<file path="src/sv/dtq_pkg.sv">
// Package for the delayed event timer queue.
// Holds the command codes, the stored entry layout and the sequencer state type.
// No dependencies.
`default_nettype none

package dtq_pkg;

  localparam int CMD_W    = 2;
  localparam int ID_W     = 16;
  localparam int HANDLE_W = 16;
  localparam int TIMER_W  = 16;
  localparam int DELAY_W  = 15;
  localparam int AMOUNT_W = 8;

  localparam logic [CMD_W-1:0] CMD_ADD   = 2'd0;
  localparam logic [CMD_W-1:0] CMD_TICK  = 2'd1;
  localparam logic [CMD_W-1:0] CMD_CLEAR = 2'd2;

  // One queue entry as it sits in the entry memory.
  typedef struct packed {
    logic [ID_W-1:0]            id;
    logic [HANDLE_W-1:0]        handle;
    logic signed [TIMER_W-1:0]  timer;
  } entry_t;

  localparam int ENTRY_W = $bits(entry_t);

  typedef enum logic [2:0] {
    ST_IDLE  = 3'b001,
    ST_EVAL  = 3'b010,
    ST_FLUSH = 3'b100
  } state_t;

endpackage

`default_nettype wire

</file>
<file path="src/sv/dtq_ram.sv">
// Generic simple dual-port RAM with one write port and one registered read port.
// Depends on nothing; width and depth come from parameters.
`default_nettype none

module dtq_ram #(
  parameter int WIDTH = 8,
  parameter int DEPTH = 8
) (
  input  wire logic                     clk,
  input  wire logic                     we,
  input  wire logic [$clog2(DEPTH)-1:0] waddr,
  input  wire logic [WIDTH-1:0]         wdata,
  input  wire logic                     re,
  input  wire logic [$clog2(DEPTH)-1:0] raddr,
  output logic      [WIDTH-1:0]         rdata
);

  logic [WIDTH-1:0] mem [DEPTH];

  always_ff @(posedge clk) begin
    if (we) begin
      mem[waddr] <= wdata;
    end
    if (re) begin
      rdata <= mem[raddr];
    end
  end

endmodule

`default_nettype wire

</file>
<file path="src/sv/delayed_event_timer_queue.sv">
// Top level of the delayed event timer queue.
// Depends on dtq_pkg and dtq_ram.
`default_nettype none

// The block keeps up to QUEUE_DEPTH pending events, each an id, an owner
// handle and a signed countdown, in a single entry memory. An add command
// appends an event at the tail and is dropped without notice when the queue
// is full; a clear command empties the queue. Neither gives a result. A
// tick command subtracts tick_amount from every countdown and emits, in
// queue order, one result transfer for each event that reaches zero or
// below; last_fired marks the final one of the tick. Events that survive
// are written back compacted, keeping their order. A tick walks the entries
// one per cycle through the read port of the entry memory, except while the
// output side holds off a result, and the block takes no new command until
// the walk, and the hand-over of the held result when anything fired, is
// done. The last result of a tick waits in an output register, so the next
// command can be accepted while that result is still on offer.

module delayed_event_timer_queue #(
  parameter int QUEUE_DEPTH = 8
) (
  input  wire logic        clk,
  input  wire logic        rst,
  input  wire logic        in_valid,
  output logic             in_ready,
  input  wire logic [1:0]  cmd,
  input  wire logic [15:0] event_id,
  input  wire logic [15:0] owner_handle,
  input  wire logic [14:0] delay_ticks,
  input  wire logic [7:0]  tick_amount,
  output logic             out_valid,
  input  wire logic        out_ready,
  output logic [15:0]      fired_id,
  output logic [15:0]      fired_handle,
  output logic             last_fired
);

  localparam int AW = $clog2(QUEUE_DEPTH);
  localparam int CW = $clog2(QUEUE_DEPTH + 1);
  localparam logic [CW-1:0] DEPTH_C = CW'(QUEUE_DEPTH);

  dtq_pkg::state_t state;

  // Number of live entries, and the read and write positions of a tick walk.
  logic [CW-1:0] count;
  logic [AW-1:0] src;
  logic [CW-1:0] dst;
  logic [dtq_pkg::AMOUNT_W-1:0] amount;

  // A fired event is held here until it is known whether it is the last.
  logic                          pend_valid;
  logic [dtq_pkg::ID_W-1:0]      pend_id;
  logic [dtq_pkg::HANDLE_W-1:0]  pend_handle;

  logic                 ram_we;
  logic [AW-1:0]        ram_waddr;
  dtq_pkg::entry_t      ram_wdata;
  logic                 ram_re;
  logic [AW-1:0]        ram_raddr;
  dtq_pkg::entry_t      rd_entry;

  logic                        in_acc;
  logic                        out_free;
  logic signed [dtq_pkg::TIMER_W:0] t_wide;
  logic                        fire;
  logic                        last_src;
  logic                        stall;
  logic                        eval_go;
  logic                        load_mid;
  logic                        load_last;

  dtq_ram #(
    .WIDTH (dtq_pkg::ENTRY_W),
    .DEPTH (QUEUE_DEPTH)
  ) u_entries (
    .clk   (clk),
    .we    (ram_we),
    .waddr (ram_waddr),
    .wdata (ram_wdata),
    .re    (ram_re),
    .raddr (ram_raddr),
    .rdata (rd_entry)
  );

  assign in_ready = (state == dtq_pkg::ST_IDLE);
  assign in_acc   = in_valid && in_ready;
  assign out_free = !out_valid || out_ready;

  // Stored timers stay within 0..32767, so one extra bit covers the subtraction.
  assign t_wide = $signed({rd_entry.timer[dtq_pkg::TIMER_W-1], rd_entry.timer})
                - $signed({{(dtq_pkg::TIMER_W + 1 - dtq_pkg::AMOUNT_W){1'b0}}, amount});
  assign fire     = t_wide[dtq_pkg::TIMER_W] || (t_wide == '0);
  assign last_src = (CW'(src) + CW'(1)) >= count;

  // A second firing needs the output register free to take the held one.
  assign stall     = (state == dtq_pkg::ST_EVAL) && fire && pend_valid && !out_free;
  assign eval_go   = (state == dtq_pkg::ST_EVAL) && !stall;
  assign load_mid  = eval_go && fire && pend_valid;
  assign load_last = (state == dtq_pkg::ST_FLUSH) && out_free;

  // Survivors are written at dst, which never passes src, so the write of a
  // compacted entry never lands on the entry being read next.
  always_comb begin
    ram_we    = 1'b0;
    ram_re    = 1'b0;
    ram_waddr = dst[AW-1:0];
    ram_raddr = src + AW'(1);
    ram_wdata.id     = rd_entry.id;
    ram_wdata.handle = rd_entry.handle;
    ram_wdata.timer  = t_wide[dtq_pkg::TIMER_W-1:0];
    if (state == dtq_pkg::ST_IDLE) begin
      ram_waddr        = count[AW-1:0];
      ram_raddr        = '0;
      ram_wdata.id     = event_id;
      ram_wdata.handle = owner_handle;
      ram_wdata.timer  = dtq_pkg::TIMER_W'(delay_ticks);
      ram_we = in_acc && (cmd == dtq_pkg::CMD_ADD) && (count < DEPTH_C);
      ram_re = in_acc && (cmd == dtq_pkg::CMD_TICK) && (count != '0);
    end else if (eval_go) begin
      ram_we = !fire;
      ram_re = !last_src;
    end
  end

  // Sequencer and queue bookkeeping.
  always_ff @(posedge clk) begin
    if (rst) begin
      state      <= dtq_pkg::ST_IDLE;
      count      <= '0;
      src        <= '0;
      dst        <= '0;
      pend_valid <= 1'b0;
    end else begin
      unique case (state)
        dtq_pkg::ST_IDLE: begin
          if (in_acc) begin
            priority if (cmd == dtq_pkg::CMD_ADD) begin
              if (count < DEPTH_C) begin
                count <= count + CW'(1);
              end
            end else if (cmd == dtq_pkg::CMD_TICK) begin
              src <= '0;
              dst <= '0;
              if (count != '0) begin
                state <= dtq_pkg::ST_EVAL;
              end
            end else if (cmd == dtq_pkg::CMD_CLEAR) begin
              count <= '0;
            end else begin
              count <= count;
            end
          end
        end
        dtq_pkg::ST_EVAL: begin
          if (eval_go) begin
            if (fire) begin
              pend_valid <= 1'b1;
            end else begin
              dst <= dst + CW'(1);
            end
            if (last_src) begin
              count <= fire ? dst : dst + CW'(1);
              state <= (fire || pend_valid) ? dtq_pkg::ST_FLUSH : dtq_pkg::ST_IDLE;
            end else begin
              src <= src + AW'(1);
            end
          end
        end
        dtq_pkg::ST_FLUSH: begin
          if (out_free) begin
            pend_valid <= 1'b0;
            state      <= dtq_pkg::ST_IDLE;
          end
        end
        default: begin
          state <= dtq_pkg::ST_IDLE;
        end
      endcase
    end
  end

  // Held firing and the tick amount need no reset.
  always_ff @(posedge clk) begin
    if (in_acc) begin
      amount <= tick_amount;
    end
    if (eval_go && fire) begin
      pend_id     <= rd_entry.id;
      pend_handle <= rd_entry.handle;
    end
  end

  // Output register: a held firing moves out with last_fired clear when a
  // later one fires, and with it set once the walk is over.
  always_ff @(posedge clk) begin
    if (rst) begin
      out_valid <= 1'b0;
    end else if (load_mid || load_last) begin
      out_valid <= 1'b1;
    end else if (out_ready) begin
      out_valid <= 1'b0;
    end
  end

  always_ff @(posedge clk) begin
    if (load_mid || load_last) begin
      fired_id     <= pend_id;
      fired_handle <= pend_handle;
      last_fired   <= load_last;
    end
  end

endmodule

`default_nettype wire

</file>
<file path="config.mk">
export PLATFORM = sky130hd
export DESIGN_NAME = delayed_event_timer_queue
export DESIGN_NICKNAME = d
export VERILOG_FILES = /design/src/sv/dtq_pkg.sv /design/src/sv/dtq_ram.sv /design/src/sv/delayed_event_timer_queue.sv
export SDC_FILE = /design/constraint.sdc
export NUM_CORES = 1
export LEC_CHECK = 0
export ABC_AREA = 1
export BUFFER_PORTS_ARGS = -buffer_cell sky130_fd_sc_hd__clkbuf_2
export CELL_PAD_IN_SITES_DETAIL_PLACEMENT = 0
export CELL_PAD_IN_SITES_GLOBAL_PLACEMENT = 1
export CORE_MARGIN = 2
export CORE_UTILIZATION = 46
export CTS_BUF_LIST = sky130_fd_sc_hd__clkbuf_8 sky130_fd_sc_hd__clkbuf_16
export CTS_CLUSTER_DIAMETER = 120
export CTS_CLUSTER_SIZE = 40
export DETAILED_ROUTE_END_ITERATION = 8
export GPL_ROUTABILITY_DRIVEN = 0
export PLACE_DENSITY_LB_ADDON = 0.1
export SLEW_MARGIN = 20
export SYNTH_ARGS = -nofsm -noshare
export SYNTH_HDL_FRONTEND = slang
export SYNTH_SLANG_ARGS = --single-unit
</file>
<file path="constraint.sdc">
create_clock -name clk -period 5.4 [get_ports clk]
set_input_delay 0.27 -clock clk [delete_from_list [all_inputs] [get_ports clk]]
set_output_delay 0.27 -clock clk [all_outputs]
set_load 0.02 [all_outputs]
</file>
After elaboration in Yosys (flattened, before gate mapping)
Memory sizes are Yosys's and may differ from the RTL's. A register that Yosys moved wholly into a read port is not among the register bits.
Cells that the tools add are included.
{"block": "word_totals", "word_cells": 113, "mem_bits_rw": 384, "memories": 1, "input_bits": 61, "output_inout_bits": 35, "ff_bits": 89}
{"memory": "u_entries.mem", "depth": 8, "width": 48, "read_ports": 1, "rd_ports_with_merged_regs": 1, "write_ports": 1, "line": "dtq_ram.sv:18", "source": "logic [WIDTH-1:0] mem [DEPTH];"}
{"block": "classes", "magnitude_cmp": 2, "muxes": 44, "n_eq_ne": 17, "n_reduce_logical": 32, "n_addsub": 5}
{"op": "2-to-1 mux 4 bit", "count": 12}
{"op": "2-to-1 mux 48 bit", "count": 1}
{"op": "2-to-1 mux 3 bit", "count": 15}
{"op": "zero test 17 bit", "count": 1}
{"op": "subtractor 16 x 9 -> 17 bit", "count": 1}
{"op": "one-hot mux 4 bit (2 select lines)", "count": 2}
{"op": "AND reduction 7 bit", "count": 2}
{"op": "logical AND 1 bit", "count": 12}
{"op": "inequality test 2 bit, second input constant", "count": 6}
{"op": "2-to-1 mux 1 bit", "count": 11}
{"op": "one-hot mux 3 bit (3 select lines)", "count": 1}
{"op": "adder 4 x 1 -> 4 bit, second input constant", "count": 2}
{"op": "inequality test 2 x 1 -> 1 bit, second input constant", "count": 3}
{"op": "one-hot mux 3 bit (2 select lines)", "count": 1}
{"op": "AND reduction 6 bit", "count": 1}
{"op": "nonzero test 2 bit", "count": 3}
{"op": "zero test 1 bit", "count": 5}
{"op": "AND reduction 5 bit", "count": 1}
{"op": "adder 3 x 1 -> 4 bit, second input constant", "count": 1}
{"op": ">= comparator 4 bit", "count": 1}
{"op": "logical OR 1 bit", "count": 4}
{"op": "less-than comparator 4 bit, second input constant", "count": 1}
{"op": "AND reduction 4 bit", "count": 1}
{"op": "nonzero test 4 bit", "count": 1}
{"op": "other kinds (11)", "count": 11}

Logic depth before layout (Yosys ltp)
Gate-level depths: netlist of the first run.
{"block": "logic_depth", "ltp_word": 12, "mapped_depth": 21, "ltp_nobuf": 21}

Cells and area by module
Synthesis of the first run repeated with hierarchy kept, for this count alone.
{"block": "unflattened", "hier_cells": 2322, "hier_area_um2": 22945.8}
{"mod": "dtq_ram", "seq_area_each_um2": 12972.4, "cells_per_inst": 1725, "area_each_um2": 18151.2, "instances": 1}
{"mod": "delayed_event_timer_queue", "seq_area_each_um2": 2512.4, "cells_per_inst": 597, "area_each_um2": 4794.6, "instances": 1}

Worst setup path before layout of the first run
No wires, ideal clock.
{"block": "synth_path", "path_type": "reg-to-reg", "from": "register amount[0] (netlist name)", "to": "memory u_entries.mem[6][0] (netlist name), enable pin", "synth_period_minus_slack_ns": 5.710, "setup_ns": 0.513, "path_stages_with_launch": 18, "path_slack_ns": -0.310, "required_time_ns": 4.887, "path_buffers": 0, "arrival_time_ns": 5.197, "cell_sequence": "edfxtp_1 > ha_1 > fa_1 > inv_1 > nand2_1 > nand2_1 > nand3_1 > nand2_1 > nand2_1 > nand2_1 > nor2_1 > nand3_1 > nor2_4 > nand2_4 > nand3_1 > nand2_1 > inv_1 > nor3_1"}
{"block": "synth_via", "elab_chain_cells": 12, "elab_cells_between_ends": 13, "classes_between": "add/sub (1); mux (4); reduce/logical (8)"}
{"element": "start: declaration", "line": "delayed_event_timer_queue.sv:48", "source": "logic [dtq_pkg::AMOUNT_W-1:0] amount;"}
{"element": "start signal: assignment", "line": "delayed_event_timer_queue.sv:185", "source": "amount <= tick_amount;"}
{"element": "subtractor 16 x 9 -> 17 bit *", "line": "delayed_event_timer_queue.sv:91", "source": "- $signed({{(dtq_pkg::TIMER_W + 1 - dtq_pkg::AMOUNT_W){1'b0}}, amount});"}
{"element": "zero test 17 bit", "line": "delayed_event_timer_queue.sv:92", "source": "assign fire = t_wide[dtq_pkg::TIMER_W] || (t_wide == '0);"}
{"element": "logical OR 1 bit *", "line": "delayed_event_timer_queue.sv:92"}
{"element": "logical AND 1 bit (3 in a row)", "line": "delayed_event_timer_queue.sv:96", "source": "assign stall = (state == dtq_pkg::ST_EVAL) && fire && pend_valid && !out_free;"}
{"element": "zero test 1 bit", "line": "delayed_event_timer_queue.sv:97", "source": "assign eval_go = (state == dtq_pkg::ST_EVAL) && !stall;"}
{"element": "logical AND 1 bit", "line": "delayed_event_timer_queue.sv:97"}
{"element": "2-to-1 mux 1 bit *", "line": "delayed_event_timer_queue.sv:119", "source": "end else if (eval_go) begin"}
{"element": "2-to-1 mux 1 bit *", "line": "delayed_event_timer_queue.sv:111", "source": "if (state == dtq_pkg::ST_IDLE) begin"}
{"element": "2-to-1 mux 1 bit *", "line": "dtq_ram.sv:21", "source": "if (we) begin"}
{"element": "2-to-1 mux 1 bit (not written as such) *", "line": "dtq_ram.sv:22", "source": "mem[waddr] <= wdata;"}
{"element": "end: declaration", "line": "dtq_ram.sv:18"}
Mark *: on every way between the ends. The rest lies on a longest branch, timed or not.

Final worst setup path of the first run
{"block": "layout_path", "from": "register amount[0] (netlist name)", "to": "memory u_entries.mem[4][43] (netlist name), enable pin"}
Same word-level chain as after synthesis.

==> impl_metrics.sql, run 1 <==
INSERT INTO impl_metrics (metric_group, metric, value, unit) VALUES
('clock_network', 'numCtsBuffers', '17', ''),
('cells_and_area', 'area_delta_synth_final', '8.594', '%'),
('die', 'start_util', '46.86', '%'),
('routing', 'drt_first_pass_iters', '5', ''),
('logic_synthesis', 'syn_area', '21360', 'µm²'),
('logic_synthesis', 'synth.top_cells.by_area', 'edfxtp_1 71%, nand2_1 6.6%, o211ai_1 3.4%, or2_2 2.8%, nor2_1 2.7%', ''),
('worst_setup_path', 'critPathSlowestCell', 'nor2_4', ''),
('sta', 'final_hold_fails', '0', ''),
('logic_synthesis', 'synthesis.instances', '1699', ''),
('place', 'instance_area_after_placement', '22600', 'µm²'),
('grt', 'total_routing_usage_gr', '20.03', '%'),
('worst_hold_path', 'min_delay_path_depth', '3', ''),
('die', 'die_height', '219.5', 'µm'),
('power', 'power_density_over_the_cells', '443.8', 'nW/µm²'),
('worst_setup_path', 'regToRegEndpoint', 'u_entries.mem[4][43]', ''),
('worst_setup_path', 'critPathMaxFanout', '21', ''),
('worst_setup_path', 'cell_with_the_most_instances_on_the_worst_path', 'nand2_1', ''),
('die', 'die_area', '48170', 'µm²'),
('sta', 'maxSlewViolCount', '0', ''),
('die', 'top_level_ports', '96', ''),
('worst_setup_path', 'critical_path.max_stage_delay', '0.70', 'ns'),
('clock_network', 'h-tree-depth', '1', ''),
('worst_hold_path', 'min_delay_worst_endpoint', 'u_entries.mem[3][45]', ''),
('grt', 'globalRoute.totalOverflow', '0', ''),
('grt', 'number_of_antenna_violations_at_the_first_check_in_global_routing', '0', ''),
('power', 'leakage_power_of_the_design', '8.172', 'nW'),
('logic_synthesis', 'synth_nets', '1777', ''),
('routing', 'first_iteration_detailed_routing_drc_count', '971', ''),
('logic_synthesis', 'syn_area_per_cell', '12.57', 'µm²'),
('die', 'die_x', '219.5', 'µm'),
('logic_synthesis', 'netlist.area_leader.share', '71.01', '%'),
('logic_synthesis', 'unique_cell_type_count_in_the_yosys_netlist', '40', ''),
('worst_setup_path', 'endpoint_class_of_the_critical_path', 'register', ''),
('cells_and_area', 'finalInstanceArea', '23190', 'µm²'),
('routing', 'routed-via-count', '12776', ''),
('routing', 'drt-total-wl', '47950', 'µm'),
('cells_and_area', 'antenna_cells', '0', ''),
('routing', 'post_drt_wl_per_cell', '20.23', 'µm'),
('routing', 'ant_nets', '0', ''),
('cells_and_area', 'final_non_filler_cell_total', '2370', ''),
('worst_setup_path', 'start_kind', 'register', ''),
('run_status', 'outcome', 'finished, final reports clean', ''),
('clock_network', 'postCtsHoldBufs', '9', ''),
('clock_network', 'clockRootBuffer', 'clkbuf_16', ''),
('grt', 'maximum_number_of_pins_on_one_net_before_global_route_repair', '145', ''),
('worst_setup_path', 'worst-r2r-setup-slack', '1.57', 'ns'),
('sta', 'tightest_slew', '1.095', 'ns'),
('sta', 'final.setup_skew', '0.02301', 'ns'),
('clock_network', 'clk_transition_reported_paths', '0.14', 'ns'),
('routing', 'drt_drc_violations_left', '0', ''),
('place', 'post-place-cells', '2336', ''),
('cells_and_area', 'final_core_utilization', '50.89', '%'),
('grt', 'wire_length_of_the_first_global_routing_pass', '74260', 'µm'),
('worst_hold_path', 'min_path_type', 'primary input to register', ''),
('cells_and_area', 'final_net_count', '1843', ''),
('worst_setup_path', 'critical_path_cell_by_cell', 'ha_1, fa_1, inv_1, nand2_1, nand2_1, nand3_1, nand2_1, nand2_1, nand2_1, nor2_1, nand3_1, nor2_4, nand2_4, nand3_1, nand2_1, nand3_1, nor2_4, buf_4', ''),
('flow_run', 'maxCapViolations', '0', ''),
('grt', 'first_global_vias', '12346', ''),
('sta', 'final-setup-viol-count', '0', ''),
('clock_network', 'clock_insertion_delay_worst_skew', '0.56', 'ns'),
('logic_synthesis', 'post-synth-top-area-cell', 'edfxtp_1', ''),
('worst_setup_path', 'worst-r2r-cell-count', '18', ''),
('sta', 'max_clock_freq', '0.2608', 'GHz'),
('cells_and_area', 'final_layout_size_suffix_gt1_share', '16.21', '%'),
('place', 'post-dp-hpwl', '27260', 'µm'),
('worst_setup_path', 'worstReg2RegStart', 'amount[0]', ''),
('worst_setup_path', 'timing.setup.critical_path_class', 'register to register', ''),
('power', 'power.ir.vdd_worst', '0.5734', 'mV'),
('sta', 'finalWorstPathRequiredPeriod', '3.834', 'ns'),
('logic_synthesis', 'yosysSeqAreaShare', '72.51', '%'),
('die', 'core', '45580', 'µm²');
==> state kept, by name, summed over array words and instances, names as in the netlist <==
signal and count:
u_entries.rdata 48, state 3, u_entries.mem 384, out_valid 1, fired_id 16, fired_handle 16
pend_valid 1, last_fired 1, dst 4, count 4, amount 8, pend_handle 16
pend_id 16, src 3
==> cell usage in the layout (no fill, tap or decap), types with 3 or more instances in the layout <==
cell type        n
a211oi_1        48
a21oi_1          7
a31oi_1         54
buf_12           4
buf_4           25
clkbuf_16       17
clkbuf_2        95
dfxtp_1         16
dlygate4sd3_1    9
edfxtp_1       505
ha_1            16
inv_1           77
inv_2            3
nand2_1        374
nand2_2         12
nand2_4          3
nand3_1         42
nand3_2          4
nand4_1          9
nor2_1         147
nor2_2           6
nor2_4           9
nor3_1          52
o211ai_1        96
o21ai_0         14
or2_2           96
xor2_1           3
==> worst max-delay path by stage <==
stage | cells past startpoint | to | slack (ns) | from
6_report | 18 | u_entries.mem[4][43] | 1.57 | amount[0]
5_1_grt | 18 | u_entries.mem[4][43] | 1.30 | amount[0]
4_1_cts | 18 | u_entries.mem[4][2] | 1.52 | amount[0]
3_5_place_dp | 18 | u_entries.mem[4][8] | 1.56 | amount[0]
3_3_place_gp | 18 | u_entries.mem[0][36] | 1.62 | amount[0]
2_1_floorplan | 17 | u_entries.mem[6][0] | -0.31 | amount[0]
==> cell usage after synthesis, drive strengths merged (2+ instances only) <==
cell type	count
edfxtp	505
dfxtp	16
a211oi	48
xor2	3
nor2b	2
a21oi	9
or2	97
clkbuf	78
nand3	48
o21ai	15
nor3	54
nand4	9
nand2	389
nor2	162
buf	8
xnor2	2
a31oi	54
inv	78
o211ai	96
ha	16
nand3b	3
==> report_power, final <==
group	leakage [nW]	internal, W	switching (W)
combinational	3.23	0.000927	0.00232
sequential	4.69	0.00518	0.0000963
clock	0.248	0.000603	0.00117
total	8.17	0.00671	0.00358
==> cell families (layout without fill, tap and decap cells) <==
kind of cell / Yosys count / in the layout / share of synthesized area (%)
xor+xnor: 5 / 5 / 0.2051
fa+ha+maj: 17 / 17 / 1.031
compound gates: 226 / 226 / 7.382
simple gates: 765 / 765 / 15.93
buf+inv: 165 / 236 / 2.947
flops: 521 / 521 / 72.51
==> critical path: cells and delay by family, from the launching register on <==
family,cells,cell delay (ns)
adder cells (fa/ha/maj),2,0.67
buffers and inverters,2,0.52
flip-flops,1,0.40
AND/OR/NAND/NOR,14,1.93
==> metal layers <==
| layer | up-vias | part of all wire [%] | track usage [%] |
|---|---|---|---|
| met2 | 217 | 48 | 32.77 |
| li1 | 6173 | - | - |
| met4 | 0 | 1.0 | 2.793 |
| met3 | 35 | 3.5 | 1.974 |
| met1 | 6351 | 48 | 29.89 |
| met5 | - | 0 | 0 |
==> stage by stage <==
step / TNS [ns] / hold slack, ns / worst slack, ns
4_1_cts: 0 / 0.1511 / 1.524
3_3_place_gp: 0 / 0.4014 / 1.622
2_1_floorplan: -29.74 / 0.3324 / -0.3098
5_1_grt: 0 / 0.1885 / 1.301
3_5_place_dp: 0 / 0.4045 / 1.557
6_report: 0 / 0.1786 / 1.566
==> final cells by class <==
cell class / count / area (µm²)
clock buffer: 17 / 425.4
clock inverter: 7 / 58.81
inverter: 79 / 309.0
tap: 600 / 750.7
multi-input combinational: 1013 / 5330
fill: 3926 / 22380
timing repair buffer: 133 / 833.3
sequential: 521 / 15480
Note: power is estimated with default switching activity, not from simulation.
==> run 2: changes to the inputs <==
clock period = 3.1 ns   (was 5.4 ns; I/O delays follow)
==> run 2 against run 1 <==
Effect of this change: count of clock-buffer cells in the layout did not move; register-to-register slack lost 1.4 ns; non-clock buffer count grew 45; clock power is 72% higher; combinational power up 86%; clock skew up 0.0077 ns; critical path depth is 1 higher; fmax increased by 31%; hold slack got worse by 0.13 ns; via count rose by 2.0%.
==> impl_metrics.sql, run 2 (synthesis gave the netlist of run 1 again) <==
INSERT INTO impl_metrics (metric_group, metric, value, unit) VALUES
('sta', 'max_slew_headroom_at_the_worst_pin', '18.46', '%'),
('run_status', 'outcome', 'finished, final reports clean', ''),
('cells_and_area', 'fillers', '3880', ''),
('grt', 'maximum_number_of_pins_on_one_net_before_global_route_repair', '125', ''),
('flow_run', 'maxCapViolations', '0', ''),
('clock_network', 'cts_tree', 'yes', ''),
('place', 'io_buffer_count', '95', ''),
('power', 'power_density_over_the_cells', '757.8', 'nW/µm²'),
('clock_network', 'numCtsBuffers', '17', ''),
('clock_network', 'clk_transition_reported_paths', '0.14', 'ns'),
('sta', 'maxSlewViolCount', '0', ''),
('die', 'die_x', '219.5', 'µm'),
('worst_setup_path', 'critical_path_cell_by_cell', 'ha_2, fa_2, inv_2, nand2_2, nand2_4, nand3_4, nand2_2, nand2_2, nand2_1, nor2_1, nand3_2, nor2_4, nand2_4, nand3_4, nand2_4, inv_4, nor3_4, buf_12, clkbuf_16', ''),
('grt', 'globalRoute.totalOverflow', '0', ''),
('power', 'power.ir.vdd_worst', '0.7148', 'mV'),
('cells_and_area', 'largest_reg_flops', '384', ''),
('routing', 'routed-via-count', '13030', ''),
('grt', 'number_of_antenna_violations_at_the_first_check_in_global_routing', '0', ''),
('routing', 'drt_first_pass_iters', '4', ''),
('cells_and_area', 'final_layout_size_suffix_gt1_share', '20.66', '%'),
('sta', 'totalNegativeSetupSlack', '0', 'ns'),
('cells_and_area', 'leading_cell_types_in_the_layout_fill_and_taps_excluded', '505 x edfxtp_1, 359 x nand2_1, 146 x nor2_1, 96 x or2_2, 96 x o211ai_1', ''),
('routing', 'ant_nets', '0', ''),
('clock_network', 'clock_insertion_delay_worst_skew', '0.56', 'ns'),
('worst_setup_path', 'critPathMaxFanout', '6', ''),
('sta', 'final-setup-viol-count', '0', ''),
('worst_setup_path', 'critical_path.max_stage_delay', '0.40', 'ns'),
('cells_and_area', 'final_net_count', '1892', ''),
('die', 'start_util', '46.86', '%'),
('cells_and_area', 'antenna_cells', '0', ''),
('routing', 'post_drt_via_cell_ratio', '5.395', ''),
('sta', 'grt_setup_unrepaired', 'true', ''),
('clock_network', 'clkSinkCount', '521', ''),
('clock_network', 'clockRootBuffer', 'clkbuf_16', ''),
('sta', 'final.setup_skew', '0.03068', 'ns'),
('worst_setup_path', 'critPathSlowestCell', 'edfxtp_1', ''),
('sta', 'tightest_slew', '1.222', 'ns'),
('sta', 'finalWorstPathRequiredPeriod', '2.936', 'ns'),
('cells_and_area', 'top_register', 'u_entries.mem', ''),
('cells_and_area', 'largestRegisters', 'u_entries.mem x384, u_entries.rdata x48', ''),
('sta', 'final_hold_fails', '0', ''),
('worst_hold_path', 'min_path_type', 'primary input to register', ''),
('die', 'core', '45580', 'µm²'),
('worst_setup_path', 'endpoint_class_of_the_critical_path', 'register', ''),
('worst_setup_path', 'worst-r2r-setup-slack', '0.16', 'ns'),
('clock_network', 'h-tree-depth', '1', ''),
('grt', 'first_global_vias', '12600', ''),
('worst_setup_path', 'start_kind', 'register', ''),
('worst_setup_path', 'timing.setup.critical_path_class', 'register to register', ''),
('cells_and_area', 'finalInstanceArea', '24130', 'µm²'),
('power', 'leakage_power_of_the_design', '8.545', 'nW'),
('worst_setup_path', 'cp.required', '3.38', 'ns'),
('worst_setup_path', 'critical_path_arrival', '3.22', 'ns'),
('cells_and_area', 'area_delta_synth_final', '12.99', '%'),
('clock_network', 'cts.path.max_buffers', '3', ''),
('routing', 'first_iteration_detailed_routing_drc_count', '1059', ''),
('die', 'die_height', '219.5', 'µm'),
('routing', 'post_drt_wl_per_cell', '20.65', 'µm'),
('grt', 'total_routing_usage_gr', '20.06', '%'),
('grt', 'wire_length_of_the_first_global_routing_pass', '74170', 'µm'),
('cells_and_area', 'mostFrequentLayoutCell', 'edfxtp_1', ''),
('place', 'instance_area_after_placement', '23060', 'µm²'),
('place', 'post-dp-hpwl', '28730', 'µm'),
('routing', 'drt-total-wl', '49870', 'µm'),
('die', 'die_area', '48170', 'µm²'),
('sta', 'max_clock_freq', '0.3405', 'GHz'),
('die', 'rows', '78', ''),
('sta', 'timing.final.crit_share', '94.73', '%'),
('routing', 'drt_drc_violations_left', '0', ''),
('die', 'top_level_ports', '96', '');
[run 2: cell count changes in the layout (fill, tap and decap cells not counted), moves of 7 or more]
cell | previous run | this run
buf_4 | 25 | 44
buf_12 | 4 | 21
nand2_1 | 374 | 359
nand2_2 | 12 | 22
nand3_1 | 42 | 32
nand3_2 | 4 | 12
inv_1 | 77 | 70
[run 2: stage by stage]
stage	worst slack (ns)	hold WS (ns)	total power (W)	cells	util [%]
3_5_place_dp	0.1081	0.3336	0.01530	2362	50.61
5_1_grt	-0.01177	0.07673	0.01936	2415	52.95
2_1_floorplan	-0.3447	0.2174	0.01321	1699	-
4_1_cts	0.06811	0.03501	0.01832	2392	51.88
3_3_place_gp	0.1585	0.3319	0.01526	2362	50.61
6_report	0.1635	0.05128	0.01829	2415	52.95
[run 2: where the power goes]
group	internal, W	leakage [nW]	switching, W
registers	0.00901	4.69	0.000171
logic	0.00182	3.63	0.00424
clock network	0.00104	0.228	0.00201
[run 2: cell type report]
type / count / area [µm²] / share of cell area (%)
Clock buffer: 17 / 425.4 / 1.763
Clock inverter: 3 / 53.80 / 0.2229
Inverter: 79 / 306.5 / 1.270
Multi-Input combinational cell: 1017 / 5609 / 23.24
Sequential cell: 521 / 15480 / 64.17
Tap cell: 600 / 750.7 / 3.111
Timing Repair Buffer: 178 / 1501 / 6.222
[run 2: repair_timing]
item | in CTS | in global routing
setup endpoints to repair | 0 | 438
hold endpoints to repair | 13 | 0
hold buffers | 10 | 0
buffers inserted | 0 | 13
gates resized for setup | 0 | 45
[run 2: per-layer routing]
layer / part of all wire, % / track usage, %
met4: 1.5 / 3.063
met5: 0 / 0
met3: 3.6 / 1.228
met2: 47 / 32.87
met1: 48 / 30.26
[run 2: final timing paths]
kind / to / start / cells after the start
setup reg to reg: u_entries.mem[6][28] / amount[0] / 19
hold / removal: u_entries.mem[5][30] / owner_handle[14] / 3
setup / recovery: u_entries.mem[6][28] / amount[0] / 19
hold reg to reg: fired_handle[10] / pend_handle[10] / 0
[run 2: critical path, delay by kind of cell (launching register included)]
| kind | cells | cell delay, ns |
|---|---|---|
| and+or+nand+nor | 13 | 1.18 |
| DFF | 1 | 0.40 |
| buffers and inverters | 4 | 0.50 |
| adders and majority gates | 2 | 0.58 |
==> run 3: changes to the inputs <==
CORE_MARGIN = not set   (was 2)
GPL_TIMING_DRIVEN = 0   (was not set)
==> run 3 against run 2 <==
Effect of this change: the run now ends with negative setup slack left; register-to-register slack worse by 0.20 ns; critical endpoint is now u_entries.mem[6][44]; global-route usage up 2.7 points; final area up 3.0%.
==> impl_metrics.sql, run 3 (synthesis gave the netlist of run 1 again) <==
INSERT INTO impl_metrics (metric_group, metric, value, unit) VALUES
('run_status', 'failed_checks', 'negative setup slack', ''),
('sta', 'final-setup-viol-count', '13', ''),
('cells_and_area', 'top_register', 'u_entries.mem', ''),
('sta', 'timing.final.crit_share', '101.1', '%'),
('sta', 'tightest_slew', '1.135', 'ns'),
('die', 'die_area', '47290', 'µm²'),
('worst_hold_path', 'hold_start', 'event_id[14]', ''),
('worst_hold_path', 'min_delay_path_depth', '3', ''),
('sta', 'post-route-worst-setup-slack', '-0.03546', 'ns'),
('sta', 'final_hold_fails', '0', ''),
('worst_setup_path', 'critical_path.max_stage_delay', '0.44', 'ns'),
('grt', 'wire_length_of_the_first_global_routing_pass', '80870', 'µm'),
('run_status', 'outcome', 'finished, violations left', ''),
('die', 'die_height', '217.5', 'µm'),
('sta', 'final.setup_skew', '0.03374', 'ns'),
('cells_and_area', 'leading_cell_types_in_the_layout_fill_and_taps_excluded', '505 x edfxtp_1, 356 x nand2_1, 144 x nor2_1, 100 x clkbuf_2', ''),
('die', 'top_level_ports', '96', ''),
('clock_network', 'clock_insertion_delay_worst_skew', '0.58', 'ns'),
('sta', 'max_clock_freq', '0.3189', 'GHz'),
('power', 'power_density_over_the_cells', '758.1', 'nW/µm²'),
('worst_setup_path', 'worstReg2RegStart', 'amount[0]', ''),
('power', 'finalPower', '0.01884', 'W'),
('die', 'rows', '78', ''),
('sta', 'maxSlewViolCount', '0', ''),
('worst_setup_path', 'worst-r2r-setup-slack', '-0.04', 'ns'),
('cells_and_area', 'finalInstanceArea', '24850', 'µm²'),
('clock_network', 'clk_transition_reported_paths', '0.13', 'ns'),
('grt', 'number_of_antenna_violations_at_the_first_check_in_global_routing', '1', ''),
('sta', 'max_slew_headroom_at_the_worst_pin', '24.24', '%'),
('cells_and_area', 'mostFrequentLayoutCell', 'edfxtp_1', ''),
('power', 'power.ir.vdd_worst', '0.3535', 'mV'),
('worst_setup_path', 'critPathSlowestCell', 'edfxtp_1', ''),
('cells_and_area', 'fillers', '3804', ''),
('flow_run', 'maxCapViolations', '0', ''),
('die', 'core', '45580', 'µm²'),
('worst_setup_path', 'cp_num_buf_inv', '5', ''),
('grt', 'maximum_number_of_pins_on_one_net_before_global_route_repair', '41', ''),
('place', 'post-dp-hpwl', '34670', 'µm'),
('place', 'instance_area_after_placement', '23120', 'µm²'),
('routing', 'post_drt_wl_per_cell', '22.52', 'µm'),
('worst_setup_path', 'timing.setup.critical_path_class', 'register to register', ''),
('worst_setup_path', 'critPathMaxFanout', '5', ''),
('sta', 'final.hold.worst_slack', '0.03030', 'ns'),
('clock_network', 'cts.path.max_buffers', '3', ''),
('cells_and_area', 'register_area', '15480', 'µm²'),
('cells_and_area', 'final_net_count', '1986', ''),
('routing', 'routed-via-count', '13693', ''),
('cells_and_area', 'final_layout_size_suffix_gt1_share', '20.89', '%'),
('clock_network', 'cts_tree', 'yes', ''),
('worst_setup_path', 'worst-r2r-cell-count', '20', ''),
('routing', 'drt_first_pass_iters', '6', ''),
('routing', 'drt-total-wl', '56530', 'µm'),
('grt', 'first_global_vias', '13183', ''),
('clock_network', 'clockRootBuffer', 'clkbuf_16', ''),
('sta', 'grt_setup_unrepaired', 'true', ''),
('cells_and_area', 'area_occupied_by_multi_input_gates', '5834', 'µm²'),
('sta', 'finalWorstPathRequiredPeriod', '3.135', 'ns'),
('routing', 'drt_drc_violations_left', '0', ''),
('routing', 'post_drt_via_cell_ratio', '5.455', ''),
('power', 'leakage_power_of_the_design', '8.836', 'nW'),
('die', 'die_x', '217.5', 'µm'),
('cells_and_area', 'area_delta_synth_final', '16.37', '%'),
('die', 'start_util', '46.86', '%'),
('worst_hold_path', 'min_delay_worst_endpoint', 'u_entries.mem[7][46]', ''),
('worst_setup_path', 'critical_path_arrival', '3.44', 'ns'),
('worst_setup_path', 'start_kind', 'register', ''),
('cells_and_area', 'largestRegisters', 'u_entries.mem x384, u_entries.rdata x48', ''),
('worst_setup_path', 'critical_path_cell_by_cell', 'ha_4, fa_2, inv_4, nand2_4, nand2_4, nand3_4, nand2_2, nand2_2, nand2_2, nor2_4, nand3_2, nor2_4, nand2_4, nand3_4, nand2_4, inv_4, nor3_4, buf_6, buf_12, clkbuf_16', ''),
('clock_network', 'numCtsBuffers', '17', ''),
('grt', 'total_routing_usage_gr', '22.78', '%'),
('worst_setup_path', 'regToRegEndpoint', 'u_entries.mem[6][44]', ''),
('place', 'io_buffer_count', '95', ''),
('worst_hold_path', 'min_path_type', 'primary input to register', ''),
('routing', 'first_iteration_detailed_routing_drc_count', '1178', ''),
('clock_network', 'h-tree-depth', '1', ''),
('worst_setup_path', 'cpLargestDelayFamily', 'simple AND/OR/NAND/NOR gates', ''),
('worst_setup_path', 'cp.required', '3.40', 'ns'),
('grt', 'globalRoute.totalOverflow', '0', ''),
('cells_and_area', 'antenna_cells', '0', ''),
('cells_and_area', 'largest_reg_flops', '384', ''),
('routing', 'ant_nets', '0', ''),
('clock_network', 'clkSinkCount', '521', ''),
('worst_setup_path', 'cell_with_the_most_instances_on_the_worst_path', 'nand2_4', ''),
('worst_setup_path', 'endpoint_class_of_the_critical_path', 'register', '');
## run 3: changes by cell type in the layout (fill, tap and decap cells not counted), moves of 4 or more
cell      previous run  this run
buf_1                0         4
buf_12              21        16
buf_4               44        38
buf_6                2        10
buf_8                0         4
clkbuf_1             0        71
clkbuf_2            95       100
ha_2                 6         1
ha_4                 0         5
nand2_4              6        11
nand2_8              6        10
nand3_2             12         7
nand3_4              4         9
## run 3: timing repair
item                                   CTS  global route
pin swaps                               10            27
setup endpoints to repair              534           536
endpoints found under the hold margin   12             0
gates cloned                             2            13
hold buffers                            10             0
buffers inserted                        22            32
resized for setup                       13            88
## run 3: worst max path at each step
stage / from / endpoint / slack (ns) / cells past startpoint
floorplan: amount[0] / u_entries.mem[6][0] / -0.34 / 17
global placement: amount[0] / u_entries.mem[6][39] / -1.77 / 13
detailed placement: state[1] / u_entries.rdata[20] / -0.55 / 8
CTS: u_entries.rdata[5] / u_entries.mem[7][0] / 0.002 / 19
global route: amount[0] / u_entries.mem[6][3] / -0.12 / 20
finish: amount[0] / u_entries.mem[6][44] / -0.04 / 20
## run 3: layout make-up
class | instances | share of cell area (%)
Sequential cell | 521 | 62.31
Clock buffer | 17 | 1.712
Buffer | 85 | 1.384
Inverter | 79 | 1.213
Multi-Input combinational cell | 1020 | 23.48
Tap cell | 600 | 3.021
Clock inverter | 4 | 0.2366
Timing Repair Buffer | 184 | 6.651
## run 3: worst register-to-register path: cells and delay by family (launching register included)
| family | cells | cell delay, ns |
|---|---|---|
| DFF | 1 | 0.44 |
| and+or+nand+nor | 13 | 1.20 |
| adders and majority gates | 2 | 0.58 |
| buffers and inverters | 5 | 0.65 |
## run 3: metal layers
metal / routed length (µm) / vias up / global-route usage, %
met3: 2675 / 59 / 1.534
met5: 0 / - / 0
met2: 27200 / 372 / 38.67
li1: - / 6481 / -
met4: 1037 / 0 / 3.967
met1: 25610 / 6781 / 32.70
## run 3: where the power goes
group | leakage [nW] | switching, W | internal, W
clock | 0.238 | 0.00204 | 0.00105
combinational | 3.91 | 0.00471 | 0.00185
sequential | 4.69 | 0.000171 | 0.00902
total | 8.84 | 0.00692 | 0.0119
## run 3: metrics by stage
stage	utilization (%)	setup TNS, ns	setup WS [ns]	instances
6_report	54.53	-0.3291	-0.03546	2510
5_1_grt	54.53	-5.982	-0.1213	2510
4_1_cts	52.53	0	0.002429	2466
3_5_place_dp	50.74	-131.87	-0.5495	2415
3_3_place_gp	49.82	-539.62	-1.770	2394
2_1_floorplan	-	-30.21	-0.3447	1699
